$ cat src/sv/segment_docid_remapper_assert.svh
// Assertion macros shared by the segment id remapper RTL
`ifndef SEGMENT_DOCID_REMAPPER_ASSERT_SVH
`define SEGMENT_DOCID_REMAPPER_ASSERT_SVH
`ifndef SYNTHESIS
// checked on every clock edge once reset is released
`define SDR_ASSERT(lbl, prop, msg) \
    lbl: assert property (@(posedge clk) disable iff (!rst_n) prop) else $error(msg);
// checked on every clock edge, reset included
`define SDR_ASSERT_RST(lbl, prop, msg) \
    lbl: assert property (@(posedge clk) prop) else $error(msg);
`else
`define SDR_ASSERT(lbl, prop, msg)
`define SDR_ASSERT_RST(lbl, prop, msg)
`endif
`endif

$ cat src/sv/sdr_pkg.sv
// Types and constants shared by the segment id remapper
`default_nettype none
package sdr_pkg;

    localparam int MAX_SOURCE_SEGMENTS_DEF = 16;
    localparam int MAX_TARGET_SEGMENTS_DEF = 16;

    localparam int SEG_W     = 16;
    localparam int ID_W      = 32;
    localparam int SLOT_W    = 4;
    localparam int CNT_REG_W = 5;
    localparam int OP_W      = 2;

    typedef enum logic [OP_W-1:0] {
        OP_WR_SRC = 2'd0,
        OP_WR_TGT = 2'd1,
        OP_FWD    = 2'd2,
        OP_REV    = 2'd3
    } op_t;

    // register select, taken from paddr[2]
    localparam logic REG_SRC_COUNT = 1'b0;
    localparam logic REG_TGT_COUNT = 1'b1;

    typedef struct packed {
        op_t              op;
        logic [SLOT_W-1:0] slot;
        logic [SEG_W-1:0]  segment;
        logic [ID_W-1:0]   base;
        logic [ID_W-1:0]   count;
        logic [ID_W-1:0]   query;
    } req_t;

    typedef struct packed {
        logic valid;
        req_t req;
    } queue_out_t;

    typedef struct packed {
        logic [SEG_W-1:0] segment;
        logic [ID_W-1:0]  base;
        logic [ID_W-1:0]  count;
    } src_entry_t;

    typedef struct packed {
        logic [SEG_W-1:0] segment;
        logic [ID_W-1:0]  count;
    } tgt_entry_t;

endpackage
`default_nettype wire

$ cat src/sv/sdr_ram.sv
// Generic single-write, single-read RAM with registered read data
`default_nettype none
module sdr_ram #(
    parameter int WIDTH = 8,
    parameter int DEPTH = 16,
    localparam int AW = (DEPTH > 1) ? $clog2(DEPTH) : 1
) (
    input  wire logic             clk,
    input  wire logic             we,
    input  wire logic [AW-1:0]    waddr,
    input  wire logic [WIDTH-1:0] wdata,
    input  wire logic [AW-1:0]    raddr,
    output logic      [WIDTH-1:0] rdata
);

    logic [WIDTH-1:0] mem_reg [DEPTH];

    always_ff @(posedge clk)
    begin
        if (we)
        begin
            mem_reg[waddr] <= wdata;
        end
        rdata <= mem_reg[raddr];
    end

endmodule
`default_nettype wire

$ cat src/sv/sdr_front.sv
// Front end: request intake, slot range check and two-entry request queue
`default_nettype none
`include "segment_docid_remapper_assert.svh"
module sdr_front
    import sdr_pkg::*;
#(
    parameter int SRC_DEPTH = MAX_SOURCE_SEGMENTS_DEF,
    parameter int TGT_DEPTH = MAX_TARGET_SEGMENTS_DEF
) (
    input  wire logic              clk,
    input  wire logic              rst_n,
    input  wire logic              start,
    input  wire logic [OP_W-1:0]   op,
    input  wire logic [SLOT_W-1:0] slot,
    input  wire logic [SEG_W-1:0]  entry_segment,
    input  wire logic [ID_W-1:0]   entry_base,
    input  wire logic [ID_W-1:0]   entry_count,
    input  wire logic [ID_W-1:0]   query_id,
    output logic                   busy,
    output queue_out_t             deq,
    input  wire logic              pop
);

    req_t       mem_reg [2];
    logic       wr_ptr_reg, wr_ptr_next;
    logic       rd_ptr_reg, rd_ptr_next;
    logic [1:0] cnt_reg, cnt_next;
    logic       keep;
    logic       push;
    req_t       new_req;

    // writes to slots outside the table are accepted and dropped here
    always_comb
    begin
        case (op_t'(op))
            OP_WR_SRC: keep = (32'(slot) < 32'(SRC_DEPTH));
            OP_WR_TGT: keep = (32'(slot) < 32'(TGT_DEPTH));
            default:   keep = 1'b1;
        endcase
    end

    assign busy = (cnt_reg == 2'd2);
    assign push = start & ~busy & keep;

    always_comb
    begin
        new_req.op      = op_t'(op);
        new_req.slot    = slot;
        new_req.segment = entry_segment;
        new_req.base    = entry_base;
        new_req.count   = entry_count;
        new_req.query   = query_id;
    end

    always_ff @(posedge clk)
    begin
        if (push)
        begin
            mem_reg[wr_ptr_reg] <= new_req;
        end
    end

    always_comb
    begin
        wr_ptr_next = push ? ~wr_ptr_reg : wr_ptr_reg;
        rd_ptr_next = pop ? ~rd_ptr_reg : rd_ptr_reg;
        case ({push, pop})
            2'b10:   cnt_next = cnt_reg + 2'd1;
            2'b01:   cnt_next = cnt_reg - 2'd1;
            default: cnt_next = cnt_reg;
        endcase
    end

    always_ff @(posedge clk or negedge rst_n)
    begin
        if (!rst_n)
        begin
            wr_ptr_reg <= 1'b0;
            rd_ptr_reg <= 1'b0;
            cnt_reg    <= 2'd0;
        end
        else
        begin
            wr_ptr_reg <= wr_ptr_next;
            rd_ptr_reg <= rd_ptr_next;
            cnt_reg    <= cnt_next;
        end
    end

    assign deq.valid = (cnt_reg != 2'd0);
    assign deq.req   = mem_reg[rd_ptr_reg];

    `SDR_ASSERT_RST(a_cnt_range, cnt_reg != 2'd3, "queue count out of range")
    `SDR_ASSERT(a_pop_nonempty, pop |-> (cnt_reg != 2'd0), "pop from empty queue")
    `SDR_ASSERT(a_ptr_match, (cnt_reg != 2'd1) |-> (wr_ptr_reg == rd_ptr_reg), "queue pointer skew")

endmodule
`default_nettype wire

$ cat src/sv/sdr_back.sv
// Back end: segment tables and the sequential source/target table walker
`default_nettype none
`include "segment_docid_remapper_assert.svh"
module sdr_back
    import sdr_pkg::*;
#(
    parameter int SRC_DEPTH = MAX_SOURCE_SEGMENTS_DEF,
    parameter int TGT_DEPTH = MAX_TARGET_SEGMENTS_DEF
) (
    input  wire logic                 clk,
    input  wire logic                 rst_n,
    input  wire queue_out_t           deq,
    output logic                      pop,
    input  wire logic [CNT_REG_W-1:0] src_count,
    input  wire logic [CNT_REG_W-1:0] tgt_count,
    output logic                      done,
    output logic                      found,
    output logic [SEG_W-1:0]          result_segment,
    output logic [ID_W-1:0]           local_id,
    output logic [ID_W-1:0]           merged_id
);

    localparam int MAXD  = (SRC_DEPTH > TGT_DEPTH) ? SRC_DEPTH : TGT_DEPTH;
    localparam int IDX_W = $clog2(MAXD + 1);
    localparam int CMP_W = (IDX_W > CNT_REG_W) ? IDX_W : CNT_REG_W;
    localparam int SAW   = (SRC_DEPTH > 1) ? $clog2(SRC_DEPTH) : 1;
    localparam int TAW   = (TGT_DEPTH > 1) ? $clog2(TGT_DEPTH) : 1;
    // running sum of up to SRC_DEPTH counts plus one partial count
    localparam int ACC_W = ID_W + 1 + $clog2(SRC_DEPTH + 1);

    typedef enum logic [2:0] {
        ST_IDLE = 3'b001,
        ST_SRC  = 3'b010,
        ST_TGT  = 3'b100
    } state_t;

    state_t            state_reg, state_next;
    logic [IDX_W-1:0]  idx_reg, idx_next;
    logic [ACC_W-1:0]  acc_reg, acc_next;
    logic [ID_W-1:0]   q_reg, q_next;
    logic              fwd_reg, fwd_next;
    logic [ID_W-1:0]   merged_reg, merged_next;
    logic              done_reg;
    logic              found_reg;
    logic [SEG_W-1:0]  seg_reg;
    logic [ID_W-1:0]   local_reg;
    logic [ID_W-1:0]   mout_reg;

    logic              src_we, tgt_we;
    src_entry_t        src_wr, src_rd;
    tgt_entry_t        tgt_wr, tgt_rd;

    logic              emit, e_found;
    logic [SEG_W-1:0]  e_seg;
    logic [ID_W-1:0]   e_local, e_merged;

    logic [ID_W:0]     src_end;
    logic              fwd_in, fwd_below, rev_in, tgt_in;
    logic [ACC_W-1:0]  acc_hit, acc_add, acc_sub;
    logic              src_last, tgt_last, acc_fits;

    assign src_wr.segment = deq.req.segment;
    assign src_wr.base    = deq.req.base;
    assign src_wr.count   = deq.req.count;
    assign tgt_wr.segment = deq.req.segment;
    assign tgt_wr.count   = deq.req.count;

    // read address follows idx_next so read data always belongs to idx_reg
    sdr_ram #(.WIDTH($bits(src_entry_t)), .DEPTH(SRC_DEPTH)) u_src_ram (
        .clk   (clk),
        .we    (src_we),
        .waddr (SAW'(deq.req.slot)),
        .wdata (src_wr),
        .raddr (idx_next[SAW-1:0]),
        .rdata (src_rd)
    );

    sdr_ram #(.WIDTH($bits(tgt_entry_t)), .DEPTH(TGT_DEPTH)) u_tgt_ram (
        .clk   (clk),
        .we    (tgt_we),
        .waddr (TAW'(deq.req.slot)),
        .wdata (tgt_wr),
        .raddr (idx_next[TAW-1:0]),
        .rdata (tgt_rd)
    );

    assign src_end   = {1'b0, src_rd.base} + {1'b0, src_rd.count};
    assign fwd_in    = (q_reg >= src_rd.base) && (src_end > {1'b0, q_reg});
    assign fwd_below = (src_end <= {1'b0, q_reg});
    assign acc_hit   = acc_reg + ACC_W'(q_reg - src_rd.base);
    assign acc_add   = acc_reg + ACC_W'(src_rd.count);
    assign rev_in    = (ACC_W'(q_reg) < acc_add);
    assign tgt_in    = (acc_reg < ACC_W'(tgt_rd.count));
    assign acc_sub   = acc_reg - ACC_W'(tgt_rd.count);
    assign acc_fits  = ((acc_reg >> ID_W) == '0);

    // a count register above the table depth is clipped to the depth
    assign src_last = (CMP_W'(idx_reg) >= CMP_W'(src_count)) ||
                      (idx_reg == IDX_W'(SRC_DEPTH));
    assign tgt_last = (CMP_W'(idx_reg) >= CMP_W'(tgt_count)) ||
                      (idx_reg == IDX_W'(TGT_DEPTH));

    always_comb
    begin
        state_next  = state_reg;
        idx_next    = idx_reg;
        acc_next    = acc_reg;
        q_next      = q_reg;
        fwd_next    = fwd_reg;
        merged_next = merged_reg;
        pop         = 1'b0;
        src_we      = 1'b0;
        tgt_we      = 1'b0;
        emit        = 1'b0;
        e_found     = 1'b0;
        e_seg       = '0;
        e_local     = '0;
        e_merged    = '0;
        case (state_reg)
            ST_IDLE:
            begin
                if (deq.valid)
                begin
                    pop = 1'b1;
                    case (deq.req.op)
                        OP_WR_SRC: src_we = 1'b1;
                        OP_WR_TGT: tgt_we = 1'b1;
                        default:
                        begin
                            q_next     = deq.req.query;
                            fwd_next   = (deq.req.op == OP_FWD);
                            acc_next   = '0;
                            idx_next   = '0;
                            state_next = ST_SRC;
                        end
                    endcase
                end
            end
            ST_SRC:
            begin
                if (src_last)
                begin
                    emit       = 1'b1;
                    state_next = ST_IDLE;
                end
                else if (fwd_reg)
                begin
                    if (fwd_in)
                    begin
                        acc_next    = acc_hit;
                        merged_next = acc_hit[ID_W-1:0];
                        idx_next    = '0;
                        state_next  = ST_TGT;
                    end
                    else if (fwd_below)
                    begin
                        acc_next = acc_add;
                        idx_next = idx_reg + IDX_W'(1);
                    end
                    else
                    begin
                        // id lies in a gap below this segment
                        emit       = 1'b1;
                        state_next = ST_IDLE;
                    end
                end
                else
                begin
                    if (rev_in)
                    begin
                        emit       = 1'b1;
                        e_found    = 1'b1;
                        e_seg      = src_rd.segment;
                        e_local    = q_reg - acc_reg[ID_W-1:0];
                        state_next = ST_IDLE;
                    end
                    else
                    begin
                        acc_next = acc_add;
                        idx_next = idx_reg + IDX_W'(1);
                    end
                end
            end
            ST_TGT:
            begin
                if (!acc_fits)
                begin
                    emit       = 1'b1;
                    state_next = ST_IDLE;
                end
                else
                begin
                    e_merged = merged_reg;
                    if (tgt_last)
                    begin
                        emit       = 1'b1;
                        state_next = ST_IDLE;
                    end
                    else if (tgt_in)
                    begin
                        emit       = 1'b1;
                        e_found    = 1'b1;
                        e_seg      = tgt_rd.segment;
                        e_local    = acc_reg[ID_W-1:0];
                        state_next = ST_IDLE;
                    end
                    else
                    begin
                        acc_next = acc_sub;
                        idx_next = idx_reg + IDX_W'(1);
                    end
                end
            end
            default: state_next = ST_IDLE;
        endcase
    end

    always_ff @(posedge clk or negedge rst_n)
    begin
        if (!rst_n)
        begin
            state_reg <= ST_IDLE;
            idx_reg   <= '0;
            done_reg  <= 1'b0;
        end
        else
        begin
            state_reg <= state_next;
            idx_reg   <= idx_next;
            done_reg  <= emit;
        end
    end

    always_ff @(posedge clk)
    begin
        acc_reg    <= acc_next;
        q_reg      <= q_next;
        fwd_reg    <= fwd_next;
        merged_reg <= merged_next;
        if (emit)
        begin
            found_reg <= e_found;
            seg_reg   <= e_seg;
            local_reg <= e_local;
            mout_reg  <= e_merged;
        end
    end

    assign done           = done_reg;
    assign found          = found_reg;
    assign result_segment = seg_reg;
    assign local_id       = local_reg;
    assign merged_id      = mout_reg;

    `SDR_ASSERT(a_done_pulse, done_reg |=> !done_reg, "result strobe longer than one cycle")
    `SDR_ASSERT(a_tgt_fwd, (state_reg == ST_TGT) |-> fwd_reg, "target walk on reverse query")
    `SDR_ASSERT(a_idx_bound, idx_reg <= IDX_W'(MAXD), "walk index past table depth")

endmodule
`default_nettype wire

$ cat src/sv/segment_docid_remapper.sv
// Top level of the segment id remapper: config registers, front end, back end
//
//  - Requests enter on start/busy: a request is taken at a clock edge where
//    start is high and busy is low. op selects a source table write, a
//    target table write, a forward map (old global id to target segment)
//    or a reverse map (merged id to source segment).
//  - Table writes give no result. Each map request gives exactly one
//    result: done is high for one cycle with found, result_segment,
//    local_id and merged_id valid in that cycle. The receiver cannot stall.
//  - A map request is popped from the queue into the walker, which reads
//    source entries one at a time and, for a forward hit, then target
//    entries; the result is registered from the last step. Reverse maps
//    and source misses skip the target walk.
//  - A two-entry request queue sits between intake and walker; busy is high
//    while it is full. Writes drain one per cycle when the walker is idle.
//  - Entry counts are set over APB: source count at 0x0, target count at
//    0x4. Change them only while the block is idle.
//  - Reset clears the count registers and the queue; table contents are
//    not cleared and must be written before use.
`default_nettype none
module segment_docid_remapper
    import sdr_pkg::*;
#(
    parameter int MAX_SOURCE_SEGMENTS = MAX_SOURCE_SEGMENTS_DEF,
    parameter int MAX_TARGET_SEGMENTS = MAX_TARGET_SEGMENTS_DEF
) (
    input  wire logic              clk,
    input  wire logic              rst_n,
    // APB configuration port
    input  wire logic              psel,
    input  wire logic              penable,
    input  wire logic              pwrite,
    input  wire logic [2:0]        paddr,
    input  wire logic [31:0]       pwdata,
    output logic      [31:0]       prdata,
    output logic                   pready,
    // request channel
    input  wire logic              start,
    output logic                   busy,
    input  wire logic [OP_W-1:0]   op,
    input  wire logic [SLOT_W-1:0] slot,
    input  wire logic [SEG_W-1:0]  entry_segment,
    input  wire logic [ID_W-1:0]   entry_base,
    input  wire logic [ID_W-1:0]   entry_count,
    input  wire logic [ID_W-1:0]   query_id,
    // result channel
    output logic                   done,
    output logic                   found,
    output logic [SEG_W-1:0]       result_segment,
    output logic [ID_W-1:0]        local_id,
    output logic [ID_W-1:0]        merged_id
);

    logic [CNT_REG_W-1:0] src_count_reg, src_count_next;
    logic [CNT_REG_W-1:0] tgt_count_reg, tgt_count_next;
    logic                 cfg_wr;
    queue_out_t           deq;
    logic                 pop;

    // register interface: no wait states
    assign pready = 1'b1;
    assign cfg_wr = psel & penable & pwrite;

    always_comb
    begin
        src_count_next = src_count_reg;
        tgt_count_next = tgt_count_reg;
        if (cfg_wr)
        begin
            case (paddr[2])
                REG_SRC_COUNT: src_count_next = pwdata[CNT_REG_W-1:0];
                REG_TGT_COUNT: tgt_count_next = pwdata[CNT_REG_W-1:0];
                default:       src_count_next = src_count_reg;
            endcase
        end
    end

    always_comb
    begin
        case (paddr[2])
            REG_SRC_COUNT: prdata = 32'(src_count_reg);
            REG_TGT_COUNT: prdata = 32'(tgt_count_reg);
            default:       prdata = '0;
        endcase
    end

    always_ff @(posedge clk or negedge rst_n)
    begin
        if (!rst_n)
        begin
            src_count_reg <= '0;
            tgt_count_reg <= '0;
        end
        else
        begin
            src_count_reg <= src_count_next;
            tgt_count_reg <= tgt_count_next;
        end
    end

    // intake and request queue
    sdr_front #(
        .SRC_DEPTH (MAX_SOURCE_SEGMENTS),
        .TGT_DEPTH (MAX_TARGET_SEGMENTS)
    ) u_front (
        .clk           (clk),
        .rst_n         (rst_n),
        .start         (start),
        .op            (op),
        .slot          (slot),
        .entry_segment (entry_segment),
        .entry_base    (entry_base),
        .entry_count   (entry_count),
        .query_id      (query_id),
        .busy          (busy),
        .deq           (deq),
        .pop           (pop)
    );

    // tables and walker
    sdr_back #(
        .SRC_DEPTH (MAX_SOURCE_SEGMENTS),
        .TGT_DEPTH (MAX_TARGET_SEGMENTS)
    ) u_back (
        .clk            (clk),
        .rst_n          (rst_n),
        .deq            (deq),
        .pop            (pop),
        .src_count      (src_count_reg),
        .tgt_count      (tgt_count_reg),
        .done           (done),
        .found          (found),
        .result_segment (result_segment),
        .local_id       (local_id),
        .merged_id      (merged_id)
    );

endmodule
`default_nettype wire

$ cat config.mk
export PLATFORM = sky130hd
export DESIGN_NAME = segment_docid_remapper
export DESIGN_NICKNAME = d
export VERILOG_FILES = /design/src/sv/sdr_pkg.sv /design/src/sv/sdr_ram.sv /design/src/sv/sdr_front.sv /design/src/sv/sdr_back.sv /design/src/sv/segment_docid_remapper.sv
export VERILOG_INCLUDE_DIRS = /design/src /design/src/sv
export SDC_FILE = /design/constraint.sdc
export NUM_CORES = 2
export LEC_CHECK = 0
export ABC_AREA = 1
export BUFFER_PORTS_ARGS = -buffer_cell sky130_fd_sc_hd__buf_2
export CAP_MARGIN = 0
export CORE_MARGIN = 2
export CORE_UTILIZATION = 55
export CTS_BUF_LIST = sky130_fd_sc_hd__clkbuf_4
export DETAILED_ROUTE_END_ITERATION = 8
export GPL_ROUTABILITY_DRIVEN = 0
export HOLD_SLACK_MARGIN = 0.05
export PLACE_DENSITY = 0.67
export SETUP_SLACK_MARGIN = 0.05
export SLEW_MARGIN = 20
export SYNTH_ARGS = -nofsm -noshare
export SYNTH_HDL_FRONTEND = slang
export SYNTH_SLANG_ARGS = --single-unit
$ cat constraint.sdc
create_clock -name clk -period 19.2 [get_ports clk]
set_input_delay 1.92 -clock clk [delete_from_list [all_inputs] [get_ports clk]]
set_output_delay 1.92 -clock clk [all_outputs]
set_load 0.02 [all_outputs]
==> flow_summary.ini <==
[setup_path]
crit_arrival_ns = 10.89
worst-setup-path-type = reg -> reg
r2r_start = u_back.u_src_ram.rdata[2]$_DFF_P_
crit_required_ns = 20.41
path_common_cell = nand3_1
cp_max_fo = 145
start_kind = flip-flop
crit_family = simple AND/OR/NAND/NOR gates
cpMaxStageDelayCell = buf_4
rrSetupSlack_ns = 9.51
path_buf_inv = 4
cp-end-kind = flip-flop
worstReg2RegEnd = u_back.u_src_ram.rdata[49]$_DFF_P_
worstRegToRegCells = 34
critPathMaxStageDelay_ns = 0.83

[worst_hold_path]
hp-start = src_count_reg[4]$_DFFE_PN0P_
min_to = src_count_reg[4]$_DFFE_PN0P_
worstHoldPathType = reg -> reg
hold_depth = 2

[clock_network]
cts_setup_buffers = 0
h-tree-depth = 6
ctsLongestPathBuffers = 4
cts_resized = 0
cts_buffers = 678
clock_latency_ns = 1.49
root_buffer = clkbuf_4
cts_sinks = 2619
clkTransAtPathRegs_ns = 0.07
tritoncts = done
postCtsHoldBufs = 0

[timing]
slew_headroom_pct = 4.45
rsz0062_at_grt = no
fin_skew_ns = 0.187
fin_crit_ns = 9.69
period_share_pct = 50.4
hold_viol = 0
fin_hold_ws_ns = 0.507
setup_slack_ns = 9.51
tightest_slew_ns = 1.43
slew_viol_final = 0
setup_violations = 0
fin_tns_setup_ns = 0
fmax_ghz = 0.103

[drt]
postRouteAntennaNets = 0
dr_wl_met2_um = 162000
via_per_inst = 5.77
routedWlPerCell_um = 23.1
wl_met1_um = 137000
vias = 88681
drt_iter0_drc = 9972
remaining_drc_errors = 0
highest_layer = met5
first_pass_iters = 7
routed_wl_um = 355000
route.met3.wl_um = 36900

[floorplanning]
initial_core_util_pct = 55.4
io_pins = 275
core-area_um2 = 220000
row_count = 172
die_w_um = 475
dieArea_um2 = 225000
die_y_um = 475

[finish]
n_fill_cell = 17865
postLayoutCellArea_um2 = 134000
layout-drive-gt1-share_pct = 13.1
nets = 12326
ff_latch_area_um2 = 77300
area_growth_pct = 9.82
largest_reg_flops = 1280
multiInputGateArea_um2 = 34400
layout_common_cells = 2468 x edfxtp_1, 2399 x nand3_1, 1968 x inv_1
final_common_cell = edfxtp_1

[yosys]
synthFlopType = edfxtp_1
synth_top_cell_by_area = edfxtp_1
synth_cell_types = 55
syn_area_per_cell_um2 = 10.6
synth_top_area_share_pct = 60.8
synth-edff-count = 2468
syn_area_um2 = 122000
yosys_register_bits = 2619
yosysSeqAreaShare_pct = 63.4
synth.area.top_cells = edfxtp_1 61%, nand3_1 9.9%, inv_1 6.1%
async_flop_share_pct = 0.878
synth_warnings = 0
synthCells = 11439

[pwr]
leakage_nw = 56.0
p_per_area_nw_per_um2 = 193
peakVddDrop_mv = 0.235

[place]
dpl.hpwl_um = 198000
dp_slack_ns = 9.82
portBuffers = 217
dpl-instance-area_um2 = 125000

[global_routing]
grt_max_degree = 231
grt_pass1_vias = 84148
grt_pass1_wl_um = 519000
globalRouteOverflowTotal = 0
grt_antenna_before_repair = 38
grt_use_total_pct = 31.0

[job]
maxCapViolations = 0

[run_status]
status = finished clean
## power breakdown
part           switching [mW]  internal [mW]
Sequential              0.544           7.56
Combinational            9.28           3.64
Clock                    2.24           2.57
Total                    12.1           13.8
## per-layer routing
metal  vias up  GRT usage, %
li1      40184             -
met1     42602          40.9
met2      4802          48.4
met3      1067          6.40
met4        26          16.6
met5         -             0
## cell families (layout without fill, tap and decap cells)
| kind of cell | count (synthesis) | after routing | share of synthesized area, % |
|---|---|---|---|
| simple gates | 5000 | 5000 | 19.7 |
| flops | 2619 | 2619 | 63.4 |
| buf+inv | 2591 | 3510 | 8.73 |
| compound gates | 676 | 676 | 3.09 |
| fa+ha+maj | 278 | 278 | 2.89 |
| xor+xnor | 160 | 160 | 1.15 |
| mux | 113 | 113 | 1.04 |
| other cells | 2 | 48 | 0.00617 |
## worst min-delay path, cell delays in order, from the launching register on
cell     delay, ns
dfrtp_1       0.35
nand2_1       0.05
o21ai_0       0.07
## cells in the mapped netlist, types with 94 or more instances
master and instances:
o21ai_0 202, xor2_1 94, edfxtp_1 2468, ha_1 272, mux2_2 112, dfxtp_1 128, clkbuf_1 172, a21oi_1 304
inv_1 1968, nand3_1 2402, nand2_1 1718, nand3b_1 512, buf_2 326, nor2_1 274
## per-stage QoR
stage	total power [mW]	std cells	utilization (%)
2_1_floorplan	16.8	11465	-
3_3_place_gp	20.4	14161	56.8
3_5_place_dp	20.7	14164	56.8
4_1_cts	25.6	15339	60.8
5_1_grt	27.3	15350	60.8
6_report	25.8	15362	60.8
## worst max-delay path by stage
stage                     slack (ns)                            endpoint                         startpoint  cells past startpoint
after global routing            9.07  u_back.u_src_ram.rdata[45]$_DFF_P_  u_back.u_src_ram.rdata[2]$_DFF_P_                     34
after detailed placement        9.82  u_back.u_src_ram.rdata[77]$_DFF_P_  u_back.u_src_ram.rdata[3]$_DFF_P_                     36
final                           9.51  u_back.u_src_ram.rdata[49]$_DFF_P_  u_back.u_src_ram.rdata[2]$_DFF_P_                     34
after floorplan                 9.24       u_back.idx_reg[4]$_DFFE_PN0P_  u_back.u_src_ram.rdata[2]$_DFF_P_                     33
after CTS                       9.80  u_back.u_src_ram.rdata[49]$_DFF_P_  u_back.u_src_ram.rdata[2]$_DFF_P_                     36
after global placement          9.87  u_back.u_src_ram.rdata[52]$_DFF_P_  u_back.u_src_ram.rdata[3]$_DFF_P_                     35
## final cells by class
type	count	area share, %
Tap cell	2958	2.77
Clock inverter	134	0.584
Antenna cell	20	0.0374
Multi-Input combinational cell	6255	25.7
Sequential cell	2619	57.8
Clock buffer	1041	5.84
Inverter	1983	5.58
Timing Repair Buffer	352	1.72
No activity file was read; power rests on OpenSTA's default activity.
